## src/sv/ouoc_pkg.sv

```systemverilog
// Shared types and constants for the OV/UV/OC trip and recovery block.
// Used by ouoc_regs, ouoc_eval and the top level; no dependencies.
package ouoc_pkg;

    // Hysteresis bands in native units (0.1 V, 0.01 A)
    localparam logic [16:0] OV_HYST = 17'd20;
    localparam logic [16:0] UV_HYST = 17'd20;
    localparam logic [16:0] OC_HYST = 17'd50;

    // Register reset values
    localparam logic [15:0] OV_LIM_RST = 16'd2500;
    localparam logic [15:0] UV_LIM_RST = 16'd1800;
    localparam logic [15:0] OC_LIM_RST = 16'd3000;
    localparam logic [15:0] LIVE_RST   = 16'd500;
    localparam logic [31:0] WIN_RST    = 32'd10000;

    typedef enum logic [1:0] {
        FK_NONE = 2'd0,
        FK_OV   = 2'd1,
        FK_UV   = 2'd2,
        FK_OC   = 2'd3
    } t_fault;

    // Register index (byte address / 4)
    typedef enum logic [2:0] {
        REG_OV_LIM = 3'd0,
        REG_UV_LIM = 3'd1,
        REG_OC_LIM = 3'd2,
        REG_LIVE   = 3'd3,
        REG_OV_WIN = 3'd4,
        REG_UV_WIN = 3'd5,
        REG_OC_WIN = 3'd6
    } t_reg_idx;

    typedef struct packed {
        logic [15:0] ov_lim;
        logic [15:0] uv_lim;
        logic [15:0] oc_lim;
        logic [15:0] live;
        logic [31:0] ov_win;
        logic [31:0] uv_win;
        logic [31:0] oc_win;
    } t_cfg;

    typedef struct packed {
        logic        sample_valid;
        logic [15:0] line_voltage;
        logic [15:0] line_current;
        logic [31:0] now_ms;
        logic        emergency_off;
        logic [1:0]  active_meter;
    } t_sample;

    typedef struct packed {
        logic        last_valid;
        logic        trip;
        t_fault      fault;
        logic        running;
        logic [31:0] start_ms;
    } t_state;

    typedef struct packed {
        logic        trip_latched;
        t_fault      fault_kind;
        logic        window_open;
        logic        trip_event;
        logic        window_started;
        logic        window_cancelled;
        logic        clear_event;
        logic        restore_load;
        logic [1:0]  restore_meter;
    } t_result;

endpackage

```

## src/sv/ouoc_regs.sv

```systemverilog
// APB-style configuration registers for the trip and recovery block.
// Depends on ouoc_pkg (t_cfg, register index codes, reset values).
module ouoc_regs (
    input  logic                 i_clk,
    input  logic                 i_rst_n,
    input  logic                 psel,
    input  logic                 penable,
    input  logic                 pwrite,
    input  logic [4:0]           paddr,
    input  logic [31:0]          pwdata,
    output logic [31:0]          prdata,
    output logic                 pready,
    output ouoc_pkg::t_cfg       o_cfg
);

    ouoc_pkg::t_cfg       r_cfg;
    ouoc_pkg::t_cfg       n_cfg;
    ouoc_pkg::t_reg_idx   idx;
    logic                 wr_en;

    assign pready = 1'b1;
    assign idx    = ouoc_pkg::t_reg_idx'(paddr[4:2]);
    assign wr_en  = psel && penable && pwrite && pready;
    assign o_cfg  = r_cfg;

    always_comb begin
        n_cfg = r_cfg;
        if (wr_en) begin
            case (idx)
                ouoc_pkg::REG_OV_LIM: n_cfg.ov_lim = pwdata[15:0];
                ouoc_pkg::REG_UV_LIM: n_cfg.uv_lim = pwdata[15:0];
                ouoc_pkg::REG_OC_LIM: n_cfg.oc_lim = pwdata[15:0];
                ouoc_pkg::REG_LIVE:   n_cfg.live   = pwdata[15:0];
                ouoc_pkg::REG_OV_WIN: n_cfg.ov_win = pwdata;
                ouoc_pkg::REG_UV_WIN: n_cfg.uv_win = pwdata;
                ouoc_pkg::REG_OC_WIN: n_cfg.oc_win = pwdata;
                default:              n_cfg = r_cfg;
            endcase
        end
    end

    always_comb begin
        case (idx)
            ouoc_pkg::REG_OV_LIM: prdata = {16'd0, r_cfg.ov_lim};
            ouoc_pkg::REG_UV_LIM: prdata = {16'd0, r_cfg.uv_lim};
            ouoc_pkg::REG_OC_LIM: prdata = {16'd0, r_cfg.oc_lim};
            ouoc_pkg::REG_LIVE:   prdata = {16'd0, r_cfg.live};
            ouoc_pkg::REG_OV_WIN: prdata = r_cfg.ov_win;
            ouoc_pkg::REG_UV_WIN: prdata = r_cfg.uv_win;
            ouoc_pkg::REG_OC_WIN: prdata = r_cfg.oc_win;
            default:              prdata = 32'd0;
        endcase
    end

    always_ff @(posedge i_clk) begin
        if (!i_rst_n) begin
            r_cfg.ov_lim <= ouoc_pkg::OV_LIM_RST;
            r_cfg.uv_lim <= ouoc_pkg::UV_LIM_RST;
            r_cfg.oc_lim <= ouoc_pkg::OC_LIM_RST;
            r_cfg.live   <= ouoc_pkg::LIVE_RST;
            r_cfg.ov_win <= ouoc_pkg::WIN_RST;
            r_cfg.uv_win <= ouoc_pkg::WIN_RST;
            r_cfg.oc_win <= ouoc_pkg::WIN_RST;
        end else begin
            r_cfg <= n_cfg;
        end
    end

endmodule

```

## src/sv/ouoc_eval.sv

```systemverilog
// Per-sample protection decision: fault detect, recovery band, window timer.
// Pure combinational; depends on ouoc_pkg for state, sample and result types.
module ouoc_eval (
    input  ouoc_pkg::t_state     i_state,
    input  ouoc_pkg::t_sample    i_sample,
    input  ouoc_pkg::t_cfg       i_cfg,
    output ouoc_pkg::t_state     o_state,
    output ouoc_pkg::t_result    o_result
);

    logic [16:0]      v17;
    logic [16:0]      i17;
    logic             is_ov;
    logic             is_uv;
    logic             is_oc;
    ouoc_pkg::t_fault det;
    logic             bad;
    logic [31:0]      start_eff;
    logic [31:0]      elapsed;
    logic [31:0]      win;

    assign v17 = {1'b0, i_sample.line_voltage};
    assign i17 = {1'b0, i_sample.line_current};

    // fault detect, priority OV > UV > OC
    assign is_ov = i_sample.line_voltage > i_cfg.ov_lim;
    assign is_uv = (i_sample.line_voltage > i_cfg.live) &&
                   (i_sample.line_voltage < i_cfg.uv_lim);
    assign is_oc = i_sample.line_current > i_cfg.oc_lim;

    always_comb begin
        if (is_ov)      det = ouoc_pkg::FK_OV;
        else if (is_uv) det = ouoc_pkg::FK_UV;
        else if (is_oc) det = ouoc_pkg::FK_OC;
        else            det = ouoc_pkg::FK_NONE;
    end

    // still inside the hysteresis band; limit - hyst < 0 never recovers
    always_comb begin
        case (i_state.fault)
            ouoc_pkg::FK_OV: bad = (v17 + ouoc_pkg::OV_HYST) >= {1'b0, i_cfg.ov_lim};
            ouoc_pkg::FK_UV: bad = (i_sample.line_voltage > i_cfg.live) &&
                                   (v17 <= ({1'b0, i_cfg.uv_lim} + ouoc_pkg::UV_HYST));
            ouoc_pkg::FK_OC: bad = (i17 + ouoc_pkg::OC_HYST) >= {1'b0, i_cfg.oc_lim};
            default:         bad = 1'b0;
        endcase
    end

    always_comb begin
        case (i_state.fault)
            ouoc_pkg::FK_UV: win = i_cfg.uv_win;
            ouoc_pkg::FK_OC: win = i_cfg.oc_win;
            default:         win = i_cfg.ov_win;
        endcase
    end

    // reconnect restarts a running window
    assign start_eff = (!i_state.last_valid && i_state.running) ? i_sample.now_ms
                                                                : i_state.start_ms;
    assign elapsed   = i_sample.now_ms - start_eff;

    always_comb begin
        o_state  = i_state;
        o_result = '0;
        if (!i_sample.sample_valid) begin
            o_state.last_valid = 1'b0;
        end else begin
            o_state.last_valid = 1'b1;
            o_state.start_ms   = start_eff;
            if (!i_state.trip) begin
                if (det != ouoc_pkg::FK_NONE) begin
                    o_state.trip        = 1'b1;
                    o_state.fault       = det;
                    o_state.running     = 1'b0;
                    o_result.trip_event = 1'b1;
                end
            end else if (i_state.fault != ouoc_pkg::FK_NONE) begin
                if (bad) begin
                    if (i_state.running) begin
                        o_state.running           = 1'b0;
                        o_result.window_cancelled = 1'b1;
                    end
                end else if (!i_state.running) begin
                    o_state.running         = 1'b1;
                    o_state.start_ms        = i_sample.now_ms;
                    o_result.window_started = 1'b1;
                end else if (elapsed >= win) begin
                    o_state.trip          = 1'b0;
                    o_state.running       = 1'b0;
                    o_state.fault         = ouoc_pkg::FK_NONE;
                    o_result.clear_event  = 1'b1;
                    o_result.restore_load = !i_sample.emergency_off;
                    o_result.restore_meter = i_sample.emergency_off ? 2'd0
                                                                    : i_sample.active_meter;
                end
            end
        end
        o_result.trip_latched = o_state.trip;
        o_result.fault_kind   = o_state.fault;
        o_result.window_open  = o_state.running;
    end

endmodule

```

## src/sv/ov_uv_oc_trip_and_recovery.sv

```systemverilog
// Top level of the over-voltage / under-voltage / over-current trip relay.
// Depends on ouoc_pkg, ouoc_regs (APB registers) and ouoc_eval (decision).
//
// Usage:
//  - Input stream (s_*): one meter sample per word. s_tuser carries the
//    meter's sample_valid flag; s_tdata carries voltage, current, the ms
//    timestamp, the emergency veto and the active meter index.
//  - Output stream (m_*): one status word per sample: latched trip, fault
//    kind, window state, event strobes and the relay restore command.
//  - APB port: seven limit/window registers at byte offsets 0x00..0x18.
//    Write only while no sample is in flight.
//  - Path: a word taken on the s_* side is captured in the input register,
//    then passes through the decision logic into the result register, which
//    drives m_tvalid. Throughput is one word per cycle while m_tready is high;
//    the decision path between the two registers is combinational.
//  - Stall: while m_tready is low the result register holds and the input
//    register can still take one word; s_tready drops only when both are
//    full, so no word is lost or duplicated.
//  - Reset (synchronous, active low): no trip latched, no window running,
//    meter considered offline, registers back to their defaults.
module ov_uv_oc_trip_and_recovery (
    input  logic         i_clk,
    input  logic         i_rst_n,
    // input stream
    input  logic         s_tvalid,
    output logic         s_tready,
    // [15:0] line_voltage, [31:16] line_current, [63:32] now_ms,
    // [64] emergency_off, [66:65] active_meter, [71:67] zero
    input  logic [71:0]  s_tdata,
    // [0] sample_valid
    input  logic         s_tuser,
    // output stream
    output logic         m_tvalid,
    input  logic         m_tready,
    // [0] trip_latched, [2:1] fault_kind, [3] window_open, [4] trip_event,
    // [5] window_started, [6] window_cancelled, [7] clear_event,
    // [8] restore_load, [10:9] restore_meter, [15:11] zero
    output logic [15:0]  m_tdata,
    // configuration
    input  logic         psel,
    input  logic         penable,
    input  logic         pwrite,
    input  logic [4:0]   paddr,
    input  logic [31:0]  pwdata,
    output logic [31:0]  prdata,
    output logic         pready
);

    ouoc_pkg::t_cfg      cfg;

    // input register
    logic                r_in_vld;
    logic                n_in_vld;
    ouoc_pkg::t_sample   r_in;

    // protection state
    ouoc_pkg::t_state    r_state;
    ouoc_pkg::t_state    n_state;

    // result register
    logic                r_out_vld;
    logic                n_out_vld;
    ouoc_pkg::t_result   r_out;
    ouoc_pkg::t_result   n_out;

    logic                in_acc;
    logic                adv;

    ouoc_regs u_regs (
        .i_clk   (i_clk),
        .i_rst_n (i_rst_n),
        .psel    (psel),
        .penable (penable),
        .pwrite  (pwrite),
        .paddr   (paddr),
        .pwdata  (pwdata),
        .prdata  (prdata),
        .pready  (pready),
        .o_cfg   (cfg)
    );

    ouoc_eval u_eval (
        .i_state  (r_state),
        .i_sample (r_in),
        .i_cfg    (cfg),
        .o_state  (n_state),
        .o_result (n_out)
    );

    // word moves from input reg to result reg when result slot frees up
    assign adv      = r_in_vld && (!r_out_vld || m_tready);
    assign s_tready = !r_in_vld || adv;
    assign in_acc   = s_tvalid && s_tready;

    assign n_in_vld  = in_acc || (r_in_vld && !adv);
    assign n_out_vld = adv || (r_out_vld && !m_tready);

    assign m_tvalid = r_out_vld;
    assign m_tdata  = {5'd0, r_out.restore_meter, r_out.restore_load,
                       r_out.clear_event, r_out.window_cancelled,
                       r_out.window_started, r_out.trip_event,
                       r_out.window_open, r_out.fault_kind, r_out.trip_latched};

    always_ff @(posedge i_clk) begin
        if (!i_rst_n) begin
            r_in_vld  <= 1'b0;
            r_out_vld <= 1'b0;
        end else begin
            r_in_vld  <= n_in_vld;
            r_out_vld <= n_out_vld;
        end
    end

    // sample payload
    always_ff @(posedge i_clk) begin
        if (in_acc) begin
            r_in.sample_valid  <= s_tuser;
            r_in.line_voltage  <= s_tdata[15:0];
            r_in.line_current  <= s_tdata[31:16];
            r_in.now_ms        <= s_tdata[63:32];
            r_in.emergency_off <= s_tdata[64];
            r_in.active_meter  <= s_tdata[66:65];
        end
    end

    // state and result commit together
    always_ff @(posedge i_clk) begin
        if (!i_rst_n) begin
            r_state.last_valid <= 1'b0;
            r_state.trip       <= 1'b0;
            r_state.fault      <= ouoc_pkg::FK_NONE;
            r_state.running    <= 1'b0;
            r_state.start_ms   <= 32'd0;
        end else if (adv) begin
            r_state <= n_state;
        end
    end

    always_ff @(posedge i_clk) begin
        if (adv) begin
            r_out <= n_out;
        end
    end

    // no fault kind or window without a latched trip
    a_idle_clean: assert property (@(posedge i_clk) disable iff (!i_rst_n)
        !r_state.trip |-> (r_state.fault == ouoc_pkg::FK_NONE && !r_state.running))
        else $error("fault or window held without trip");

    // state moves only when a word is committed
    a_state_hold: assert property (@(posedge i_clk) disable iff (!i_rst_n)
        !adv |=> $stable(r_state))
        else $error("protection state changed without a committed word");

    // a clear leaves no trip latched in the same word
    a_clear_untrip: assert property (@(posedge i_clk) disable iff (!i_rst_n)
        (r_out_vld && r_out.clear_event) |-> (!r_out.trip_latched && !r_out.window_open))
        else $error("clear event with trip still latched");

    // restore only as part of a clear
    a_restore_clear: assert property (@(posedge i_clk) disable iff (!i_rst_n)
        (r_out_vld && (r_out.restore_load || r_out.restore_meter != 2'd0))
            |-> r_out.clear_event)
        else $error("restore command without clear");

endmodule
```

## config.mk

```make
export PLATFORM = sky130hd
export DESIGN_NAME = ov_uv_oc_trip_and_recovery
export DESIGN_NICKNAME = d
export VERILOG_FILES = /design/src/sv/ouoc_pkg.sv /design/src/sv/ouoc_regs.sv /design/src/sv/ouoc_eval.sv /design/src/sv/ov_uv_oc_trip_and_recovery.sv
export SDC_FILE = /design/constraint.sdc
export NUM_CORES = 1
export LEC_CHECK = 0
export ABC_CLOCK_PERIOD_IN_PS = 13350
export BUFFER_PORTS_ARGS = -buffer_cell sky130_fd_sc_hd__clkbuf_2
export CORE_MARGIN = 4
export CORE_UTILIZATION = 45
export DETAILED_ROUTE_END_ITERATION = 6
export HOLD_SLACK_MARGIN = 0.06
export PLACE_DENSITY_LB_ADDON = 0.12
export SLEW_MARGIN = 20
export SYNTH_ARGS = -nofsm -noshare
export SYNTH_HDL_FRONTEND = slang
export SYNTH_SLANG_ARGS = --single-unit
```

## constraint.sdc

```tcl
create_clock -name i_clk -period 13.35 [get_ports i_clk]
set_input_delay 1.335 -clock i_clk [delete_from_list [all_inputs] [get_ports i_clk]]
set_output_delay 1.335 -clock i_clk [all_outputs]
set_load 0.03 [all_outputs]
```

### After elaboration in Yosys (flattened, before gate mapping)

Index checks and enable logic that the tools add are counted.

* register bits after elaboration: 278
* bits in latches: 0
* memory bits (writable): 0
* ROM bits: 0
* bits of input ports: 117
* output and inout port bits: 51
* word-level logic and storage cells: 116
* memories: 0

* add/subtract/negate cells: 4
* multiply operators: 0
* divide/modulo/power cells: 0
* order comparisons: 8
* equal/unequal tests: 9
* shift operators: 0
* multiplexer cells: 25
* bitwise logic cells: 5
* reductions and logical operators: 36

Operators with widths (number)
* $pmux W32 S7: 1
* $mux W32: 4
* $mux W36: 2
* $pmux W32 S2: 1
* $gt A16 B16 Y1: 3
* $add A16 B5 Y17 const B: 2
* $ge A17 B16 Y1: 2
* $ge A32 B32 Y1: 1
* $sub A32 B32 Y32: 1
* $add A16 B6 Y17 const B: 1
* $le A16 B17 Y1: 1
* $lt A16 B16 Y1: 1
* $mux W4: 4
* $reduce_and A2 Y1: 8
* $eq A3 B3 Y1 const B: 3
* $logic_and A1 B1 Y1: 9
* $mux W2: 4
* $reduce_or A7 Y1: 1
* $eq A3 B2 Y1 const B: 2
* $logic_not A1 Y1: 6
* $mux W1: 6
* $mux W3: 2
* $reduce_or A6 Y1: 1
* $not A1 Y1: 5
* 11 further kinds: 16

### Logic depth before layout (Yosys ltp)

Gate-level depths: netlist (run 1).

* word-level depth: 11
* gate-level depth with buffers: 27
* gate-level depth less buffers: 26

### By module

A second synthesis (run 1) with hierarchy kept.

* cells, all modules: 1993
* area total of the unflattened synthesis: 18565.3 µm²

By module, submodules not included
* ouoc_regs: instances 1, cells each 764, area an instance 7420.9 µm², sequential area each 3203.1 µm²
* ouoc_eval: instances 1, cells each 975, area an instance 7150.6 µm², sequential area each 0.0 µm²
* ov_uv_oc_trip_and_recovery: instances 1, cells each 254, area an instance 3993.8 µm², sequential area each 3153.0 µm²

### Least setup slack after synthesis (run 1)

OpenSTA, ideal clock, no wires.

* path kind: register to register
* from: reg r_state[32] in the netlist's numbering
* to: reg r_out (netlist bit m_tdata[1]), data pin
* setup time: 0.262 ns
* arrival: 5.821 ns
* data required time: 13.088 ns
* setup slack: 7.267 ns
* stages on the path, launching flop included: 24
* path buffers: 3
* period minus slack after synthesis: 6.083 ns
* cells stage by stage: dfxtp_1 > and2b_1 > buf_6 > clkbuf_1 > clkbuf_1 > mux2i_1 > ha_1 > a21oi_1 > a21boi_1 > o22ai_1 > a2111oi_0 > a21oi_1 > o41a_4 > a21o_1 > a21oi_1 > xnor2_1 > ha_1 > nand4_1 > or3_1 > o21a_1 > o41ai_1 > inv_1 > o211a_1 > or2_2

RTL lines
* from (decl): RTL line ov_uv_oc_trip_and_recovery.sv:57 `ouoc_pkg::t_state r_state;`
* from (signal assigned): RTL line ov_uv_oc_trip_and_recovery.sv:135 `r_state <= n_state;`
* to (signal assigned): RTL line ov_uv_oc_trip_and_recovery.sv:141 `r_out <= n_out;`
* to (decl): RTL line ov_uv_oc_trip_and_recovery.sv:63 `ouoc_pkg::t_result r_out;`

==> results of run 1 <==
flip-flops by register name, indices dropped and copies added (netlist names):
register      cells
m_tvalid          1
m_tdata          11
u_regs.o_cfg    160
r_in_vld          1
r_in             68
r_state          37
layer usage:
metal | part of all wire [%] | vias up | global-route usage, % | routed length, um
met5 | 0 | - | 0 | 0
met4 | 2.3 | 0 | 6.82 | 1240
met3 | 5.9 | 64 | 3.64 | 3110
met2 | 44 | 454 | 38.8 | 23600
met1 | 47 | 7179 | 35.2 | 25100
li1 | - | 7393 | - | -
kinds of logic after synthesis:
group,after synthesis,share of synthesized area (%)
compound gates,486,18.7
xor+xnor,65,3.23
fa+ha+maj,171,12.1
buf+inv,197,4.41
flops,278,36.0
mux,133,8.01
other cells,2,0.0426
simple gates,714,17.5
tightest hold or removal path: cells and delay by family, from the launching register on:
kind          cells  cell delay (ns)
simple gates      1             0.05
mux               1             0.05
flops             1             0.31
cells in the mapped netlist (54+ instances only):
| library cell | n | share of area (%) |
|---|---|---|
| o21ai_0 | 95 | 2.7 |
| nor2_1 | 59 | 1.3 |
| a21o_1 | 54 | 2.3 |
| a21boi_0 | 125 | 5.3 |
| a21oi_1 | 79 | 2.2 |
| clkbuf_1 | 92 | 2.0 |
| dfxtp_1 | 199 | 23 |
| ha_1 | 168 | 12 |
| nand2_1 | 468 | 10 |
| edfxtp_1 | 79 | 13 |
| mux2i_1 | 122 | 6.9 |
| inv_1 | 88 | 1.9 |
through the flow:
step | utilization, % | setup slack (ns)
final | 51.4 | 6.73
after detailed placement | 48.4 | 6.70
after floorplan | - | 7.27
after CTS | 51.4 | 6.67
after global routing | 51.4 | 6.13
after global placement | 48.4 | 6.93
power breakdown:
group          internal, mW  leakage (nW)  switching (mW)  total, mW
registers             0.889          2.38          0.0229      0.912
logic                 0.105          4.88           0.161      0.266
clock network         0.580         0.550           0.376      0.956
total                  1.57          7.81           0.560       2.13
cell type report:
class	count	area [um2]
inverters	88	330
clock buffers	42	943
repair buffers	165	860
clock inverters	18	199
multi-input cells	1575	10600
flip-flops and latches	278	6360
fillers	3751	18800
well taps	518	648
how the worst min path moves through the flow:
stage           startpoint  slack (ns)          end
2_1_floorplan  r_state[10]        0.43  r_state[10]
3_3_place_gp   r_state[27]        0.44  r_state[27]
3_5_place_dp   r_state[15]        0.45  r_state[15]
4_1_cts        r_state[23]        0.46  r_state[23]
5_1_grt        r_state[10]        0.48  r_state[10]
6_report       r_state[15]        0.46  r_state[15]
==> flow_summary.yaml, run 1 <==
global_routing:
  grt_max_degree: 127
  grt.overflow.total: 0
  antenna_found_initial: 0
  grt_pass1_wl_mm: 81.4
  track_usage_pct: 24.6
  grt_pass1_vias: 14300
finish:
  syn_to_final_growth_pct: 12.9
  drive_above_1_share_pct: 11.7
  stdcell_count: 2684
  final_common_cell: "nand2_1"
  final_nets: 2427
  insertedDiodeCount: 0
  most-common-layout-cells: "468 x nand2_1, 197 x dfxtp_1, 168 x ha_1, 153 x clkbuf_2, 125 x a21boi_0"
  post-route-cell-area_um2: 19900
floorplanning:
  start_util_pct: 45.5
  die_x_um: 206
  die_h_um: 206
  ios: 168
  num_rows: 72
  fp.coreArea_um2: 38700
  dieArea_um2: 42400
routing:
  antenna_left: 0
  vias_per_cell: 5.62
  drc: 0
  vias: 15100
  drt_iter0_drc: 1156
  drt_first_pass_iters: 5
  drt_wl_total_mm: 53.0
  wire_per_inst_um: 19.8
critical_path:
  end_kind: "flip-flop"
  rr_endpoint: "m_tdata[1]"
  path_cells: "and2b_2 > mux2i_1 > ha_1 > a21oi_1 > a21boi_1 > o22ai_1 > a2111oi_0 > a21oi_1 > o41a_4 > a21o_1 > a21oi_1 > xnor2_1 > ha_1 > nand4_1 > or3_1 > o21a_1 > o41ai_1 > buf_4 > inv_1 > o211a_1 > or2_2"
  cp-start-kind: "flip-flop"
  crit_type: "flip-flop to flip-flop"
  r2r_start: "r_state[32]"
  worstSetupEndpoint: "m_tdata[1]"
  cp_slowest_stage_delay_ns: 0.87
  cp.required_ns: 13.63
  crit_family: "compound AO/OA/AOI/OAI gates"
  startpoint: "r_state[32]"
  reg2reg_slack_ns: 6.73
  crit_top_cell: "a21oi_1"
  crit_buf_inv: 2
  worst-path-stages: 21
  critPathArrivalTime_ns: 6.90
  critPathSlowestCell: "and2b_2"
  rr_worst_depth: 21
  crit_fanout: 37
sta:
  tightest_slew_ns: 1.06
  finalClockSkew_ns: 0.0184
  hold_viol_final: 0
  max_freq_mhz: 151
  rsz0062_at_grt: "no"
  fin_crit_ns: 6.62
  slew_viol_final: 0
  period_share_pct: 49.6
  fin_tns_setup_ns: 0
  max_slew_margin_pct: 29.1
  final-setup-viol-count: 0
  holdWs_ns: 0.457
synth:
  synth_edf_count: 79
  yosys_warnings: 0
  ys.flop_type: "dfxtp_1"
  synthArstFlopShare_pct: 0
  syn_inst: 2046
  ys_seq_elements: 278
  ys_types: 72
  yosysSeqAreaShare_pct: 36.0
  syn_avg_cell_area_um2: 8.62
  netlist_area_um2: 17600
placement:
  dp_hpwl_mm: 37.2
  dpl_cell_area_um2: 18800
  place_congestion: 0.957
  dp.cells: 2624
  numPortBuffers: 154
cts:
  clk_pin_slew_worst_paths_ns: 0.06
  clk-insertion-delay-late_ns: 0.55
  clk_root_buffer_cell: "clkbuf_16"
  ctsHtreeMaxLevel: 2
  postCtsSetupBuffers: 0
  cts_tree: "built"
  ctsLongestPathBuffers: 3
  cts_buffers: 34
  cts_resized: 0
  hold_buffers: 0
  cts.sinks: 278
status:
  outcome: "completed"
worst_hold_path:
  holdPathStages: 2
  hp-class: "flip-flop to flip-flop"
flow_run:
  maxCapViolations: 0
pwr:
  total_power_mw: 2.13
  p_per_area_nw_per_um2: 107
  vdd_drop_max_mv: 0.0661
  cellLeakagePower_nw: 7.81
Note: power is estimated with default switching activity, not from simulation.
==> run 2: changes to the inputs <==
--- a/config.mk
+++ b/config.mk
@@ -5,7 +5,7 @@
 export SDC_FILE = /design/constraint.sdc
 export NUM_CORES = 1
 export LEC_CHECK = 0
-export ABC_CLOCK_PERIOD_IN_PS = 13350
+export ABC_CLOCK_PERIOD_IN_PS = 6250
 export BUFFER_PORTS_ARGS = -buffer_cell sky130_fd_sc_hd__clkbuf_2
 export CORE_MARGIN = 4
 export CORE_UTILIZATION = 45
==> constraint.sdc (replaced) <==
create_clock -name i_clk -period 6.25 [get_ports i_clk]
set_input_delay 0.625 -clock i_clk [delete_from_list [all_inputs] [get_ports i_clk]]
set_output_delay 0.625 -clock i_clk [all_outputs]
set_load 0.03 [all_outputs]
==> run 2 against run 1 <==
  * Worst hold slack got worse by 0.21 ns
  * Via count fell by 0.19%
  * Sequential power rose by 110%
  * Sequential share of layout area barely moved
  * Largest cell class unchanged
==> flow_summary.yaml, run 2 (synthesis gave the netlist of run 1 again) <==
cts:
  cts_buffers: 34
  clk-insertion-delay-late_ns: 0.56
  cts_tree: "built"
  clk_root_buffer_cell: "clkbuf_16"
  ctsHtreeMaxLevel: 2
  hold_buffers: 0
  ctsLongestPathBuffers: 3
  postCtsSetupBuffers: 0
  cts.sinks: 278
  cts_resized: 0
  clk_pin_slew_worst_paths_ns: 0.06
sta:
  slew_viol_final: 0
  hold_viol_final: 0
  max_freq_mhz: 176
  holdWs_ns: 0.242
  fin_tns_setup_ns: 0
  final-setup-viol-count: 0
  rsz0062_at_grt: "no"
  finalClockSkew_ns: 0.0289
  max_slew_margin_pct: 26.1
  fin_ws_ns: 0.566
  fin_crit_ns: 5.68
  period_share_pct: 90.9
  tightest_slew_ns: 1.11
floorplanning:
  start_util_pct: 45.5
  ios: 168
  num_rows: 72
  dieArea_um2: 42400
  die_x_um: 206
  fp.coreArea_um2: 38700
  die_h_um: 206
critical_path:
  reg2reg_slack_ns: 0.57
  cp.required_ns: 6.55
  cp-start-kind: "flip-flop"
  crit_fanout: 6
  crit_type: "flip-flop to flip-flop"
  critPathArrivalTime_ns: 5.99
  end_kind: "flip-flop"
finish:
  nFillCells: 3735
  most-common-layout-cells: "468 x nand2_1, 197 x dfxtp_1, 168 x ha_1, 153 x clkbuf_2, 125 x a21boi_0"
  syn_to_final_growth_pct: 12.9
  multi_input_area_um2: 10600
  fin_util_pct: 51.4
  post-route-cell-area_um2: 19900
  drive_above_1_share_pct: 11.7
  largest_reg_flops: 160
  final_nets: 2435
  insertedDiodeCount: 0
  final_common_cell: "nand2_1"
  seqCellArea_um2: 6360
routing:
  antenna_left: 0
  wire_per_inst_um: 19.7
  drt_iter0_drc: 1120
  vias: 15100
  drc: 0
  vias_per_cell: 5.59
  drt_first_pass_iters: 5
  drt_wl_total_mm: 53.1
placement:
  dpl_cell_area_um2: 18800
  numPortBuffers: 154
  place_congestion: 0.919
  dp_hpwl_mm: 38.0
  dpl_worst_slack_ns: 0.611
global_routing:
  grt_pass1_vias: 14400
  grt.overflow.total: 0
  grt_pass1_wl_mm: 82.0
  antenna_found_initial: 0
  track_usage_pct: 24.7
  grt_max_degree: 162
flow_run:
  maxCapViolations: 0
pwr:
  p_per_area_nw_per_um2: 225
  cellLeakagePower_nw: 7.82
  vdd_drop_max_mv: 0.205
status:
  outcome: "completed"
worst_hold_path:
  hp-class: "input pin to flip-flop"
-- run 2: cell types whose count changed in the layout (fill, tap and decap cells not counted), sizes merged --
| cell | change |
|---|---|
| bufinv | -3 |
| buf | +8 |
| inv | +1 |
| clkbuf | +10 |
| clkinvlp | -3 |
| clkinv | -4 |
-- run 2: path summary, 6_finish.rpt --
kind                 end         from  cells after the start
max reg2reg   m_tdata[9]  r_state[32]                     24
min             r_in[43]  s_tdata[24]                      1
min reg2reg  r_state[26]  r_state[26]                      2
max           m_tdata[9]  r_state[32]                     24
-- run 2: critical path, cell delays in order (launching register included) --
cell and delay, ns:
dfxtp_1 0.46, and2b_2 0.24, mux2i_1 0.19, ha_1 0.30, a21oi_1 0.24, a21boi_1 0.19, o22ai_1 0.10, a2111oi_0 0.44
a21oi_1 0.14, o41a_4 0.50, a21o_1 0.20, a21oi_1 0.17, xnor2_1 0.19, ha_1 0.29, a21o_1 0.18, a21o_1 0.17
a21oi_1 0.15, nor2_1 0.05, a2111oi_0 0.42, o21a_1 0.19, o41ai_1 0.08, buf_4 0.17, inv_1 0.10, nor4_1 0.09
and2_1 0.18
-- run 2: routing by layer --
layer / GRT usage, % / part of all wire (%) / vias up
met2: 38.5 / 44 / 433
met3: 3.94 / 5.9 / 82
li1: - / - / 7415
met5: 0 / 0 / -
met1: 35.1 / 47 / 7131
met4: 7.72 / 2.7 / 0
-- run 2: metrics by stage --
step                      std cells  power, mW
after floorplan                2050       2.35
after global placement         2632       2.54
after detailed placement       2632       2.55
after CTS                      2693       4.52
after global routing           2693       4.66
final                          2693       4.48
-- run 2: final cells by class --
class,count,share of cell area (%)
clock buffer,52,5.03
clock inverter,9,0.465
inverter,88,1.66
multi-input combinational,1575,53.1
sequential,278,31.9
tap,518,3.25
timing repair buffer,173,4.62
-- run 2: power breakdown --
part           internal, mW  switching (mW)  total [mW]
Clock                  1.16           0.802        1.96
Combinational         0.225           0.338       0.563
Sequential             1.90          0.0572        1.96
==> run 3: changes to the inputs <==
--- a/config.mk
+++ b/config.mk
@@ -12,6 +12,7 @@
 export DETAILED_ROUTE_END_ITERATION = 6
 export HOLD_SLACK_MARGIN = 0.06
 export PLACE_DENSITY_LB_ADDON = 0.12
+export REMOVE_ABC_BUFFERS = 1
 export SLEW_MARGIN = 20
 export SYNTH_ARGS = -nofsm -noshare
 export SYNTH_HDL_FRONTEND = slang
==> run 3 against run 2 <==
  * Flip-flop and latch count is the same
  * Fmax decreased by 3.9%
  * Worst setup slack worse by 0.23 ns
  * Critical path depth decreased by 3
  * Highest routed layer unchanged
==> flow_summary.yaml, run 3 (synthesis gave the netlist of run 1 again) <==
placement:
  place_congestion: 0.916
  numPortBuffers: 154
  dp_hpwl_mm: 38.1
routing:
  drt_wl_total_mm: 52.9
  antenna_left: 0
  drt_first_pass_iters: 5
  drc: 0
  drt_iter0_drc: 1135
  vias_per_cell: 5.60
  vias: 15100
  wire_per_inst_um: 19.7
cts:
  clk-insertion-delay-late_ns: 0.55
  cts_tree: "built"
  ctsHtreeMaxLevel: 2
  postCtsSetupBuffers: 0
  cts.sinks: 278
  clk_root_buffer_cell: "clkbuf_16"
  ctsLongestPathBuffers: 3
  cts_buffers: 34
  clk_pin_slew_worst_paths_ns: 0.06
pwr:
  p_per_area_nw_per_um2: 224
  cellLeakagePower_nw: 7.83
  vdd_drop_max_mv: 0.174
sta:
  fin_crit_ns: 5.91
  final-setup-viol-count: 0
  max_freq_mhz: 169
  finalClockSkew_ns: 0.0183
  rsz0062_at_grt: "no"
  holdWs_ns: 0.254
  period_share_pct: 94.6
  slew_viol_final: 0
  tightest_slew_ns: 1.03
  fin_tns_setup_ns: 0
  max_slew_margin_pct: 31.3
  hold_viol_final: 0
critical_path:
  crit_type: "flip-flop to flip-flop"
  cp.required_ns: 6.53
  crit_fanout: 9
  critPathArrivalTime_ns: 6.19
  rr_worst_depth: 21
  rr_endpoint: "m_tdata[1]"
  r2r_start: "r_state[32]"
  end_kind: "flip-flop"
  reg2reg_slack_ns: 0.34
  cp-start-kind: "flip-flop"
status:
  outcome: "completed"
worst_hold_path:
  min-delay-start: "s_tdata[14]"
  holdPathEnd: "r_in[65]"
  holdPathStages: 1
  hp-class: "input pin to flip-flop"
finish:
  fin_util_pct: 51.5
  largest_reg_flops: 160
  nFillCells: 3712
  final_nets: 2434
  multi_input_area_um2: 10600
  seqCellArea_um2: 6360
  final_common_cell: "nand2_1"
  drive_above_1_share_pct: 12.0
  syn_to_final_growth_pct: 13.1
  insertedDiodeCount: 0
  most-common-layout-cells: "468 x nand2_1, 197 x dfxtp_1, 168 x ha_1, 153 x clkbuf_2, 125 x a21boi_0"
floorplanning:
  fp.coreArea_um2: 38700
  ios: 168
  num_rows: 72
  die_h_um: 206
  start_util_pct: 45.5
  dieArea_um2: 42400
  die_x_um: 206
global_routing:
  grt.overflow.total: 0
  grt_pass1_vias: 14600
  grt_pass1_wl_mm: 82.8
  antenna_found_initial: 0
  track_usage_pct: 24.9
  grt_max_degree: 87
flow_run:
  maxCapViolations: 0
## run 3: per-stage QoR
step	power (mW)	cells	area, um2	worst slack, ns
global route	4.65	2693	20000	0.0111
global placement	2.54	2631	18800	0.503
CTS	4.51	2693	19900	0.269
detailed placement	2.55	2631	18800	0.298
floorplan	2.32	1941	17200	0.166
finish	4.46	2693	20000	0.336
## run 3: per-layer routing
| metal | vias to the layer above | wire length (um) | global-route usage, % |
|---|---|---|---|
| li1 | 7408 | - | - |
| met1 | 7151 | 24800 | 35.4 |
| met2 | 439 | 23000 | 39.1 |
| met3 | 70 | 4160 | 5.74 |
| met4 | 0 | 959 | 5.01 |
| met5 | - | 0 | 0 |
## run 3: where the power goes
part | leakage, nW | internal [mW] | switching (mW)
logic | 4.92 | 0.226 | 0.339
registers | 2.38 | 1.90 | 0.0523
clock network | 0.537 | 1.16 | 0.784
## run 3: worst max-delay path by stage
stage	start	to	slack (ns)	cells past startpoint
floorplan	r_state[32]	m_tdata[1]	0.17	20
global placement	r_state[32]	m_tdata[1]	0.50	20
detailed placement	r_state[32]	m_tdata[1]	0.30	20
CTS	r_state[32]	m_tdata[9]	0.27	20
global route	r_state[32]	m_tdata[1]	0.01	21
finish	r_state[32]	m_tdata[1]	0.34	21
## run 3: cell type report
cell class / instances / share of cell area, %
clock buffer: 56 / 5.31
clock inverter: 6 / 0.188
inverter: 88 / 1.66
multi-input combinational: 1575 / 53.1
sequential: 278 / 31.9
tap: 518 / 3.25
timing repair buffer: 172 / 4.63
## run 3: timing repair
item	4_1_cts	5_1_grt
resized for setup	0	8
hold buffers	0	0
setup endpoints to repair	0	8
## run 3: critical path, cell delays in order (launching register included)
cell and delay [ns]:
dfxtp_1 0.49, and2b_2 0.37, mux2i_1 0.23, ha_1 0.31, a21oi_1 0.23, a21boi_1 0.18, o22ai_1 0.10, a2111oi_0 0.42
a21oi_1 0.16, o41a_4 0.50, a21o_1 0.19, a21oi_1 0.17, xnor2_1 0.08, ha_1 0.30, nand4_1 0.14, or3_1 0.37
o21a_1 0.17, o41ai_1 0.38, buf_4 0.23, inv_1 0.09, o211a_1 0.24, or2_2 0.28
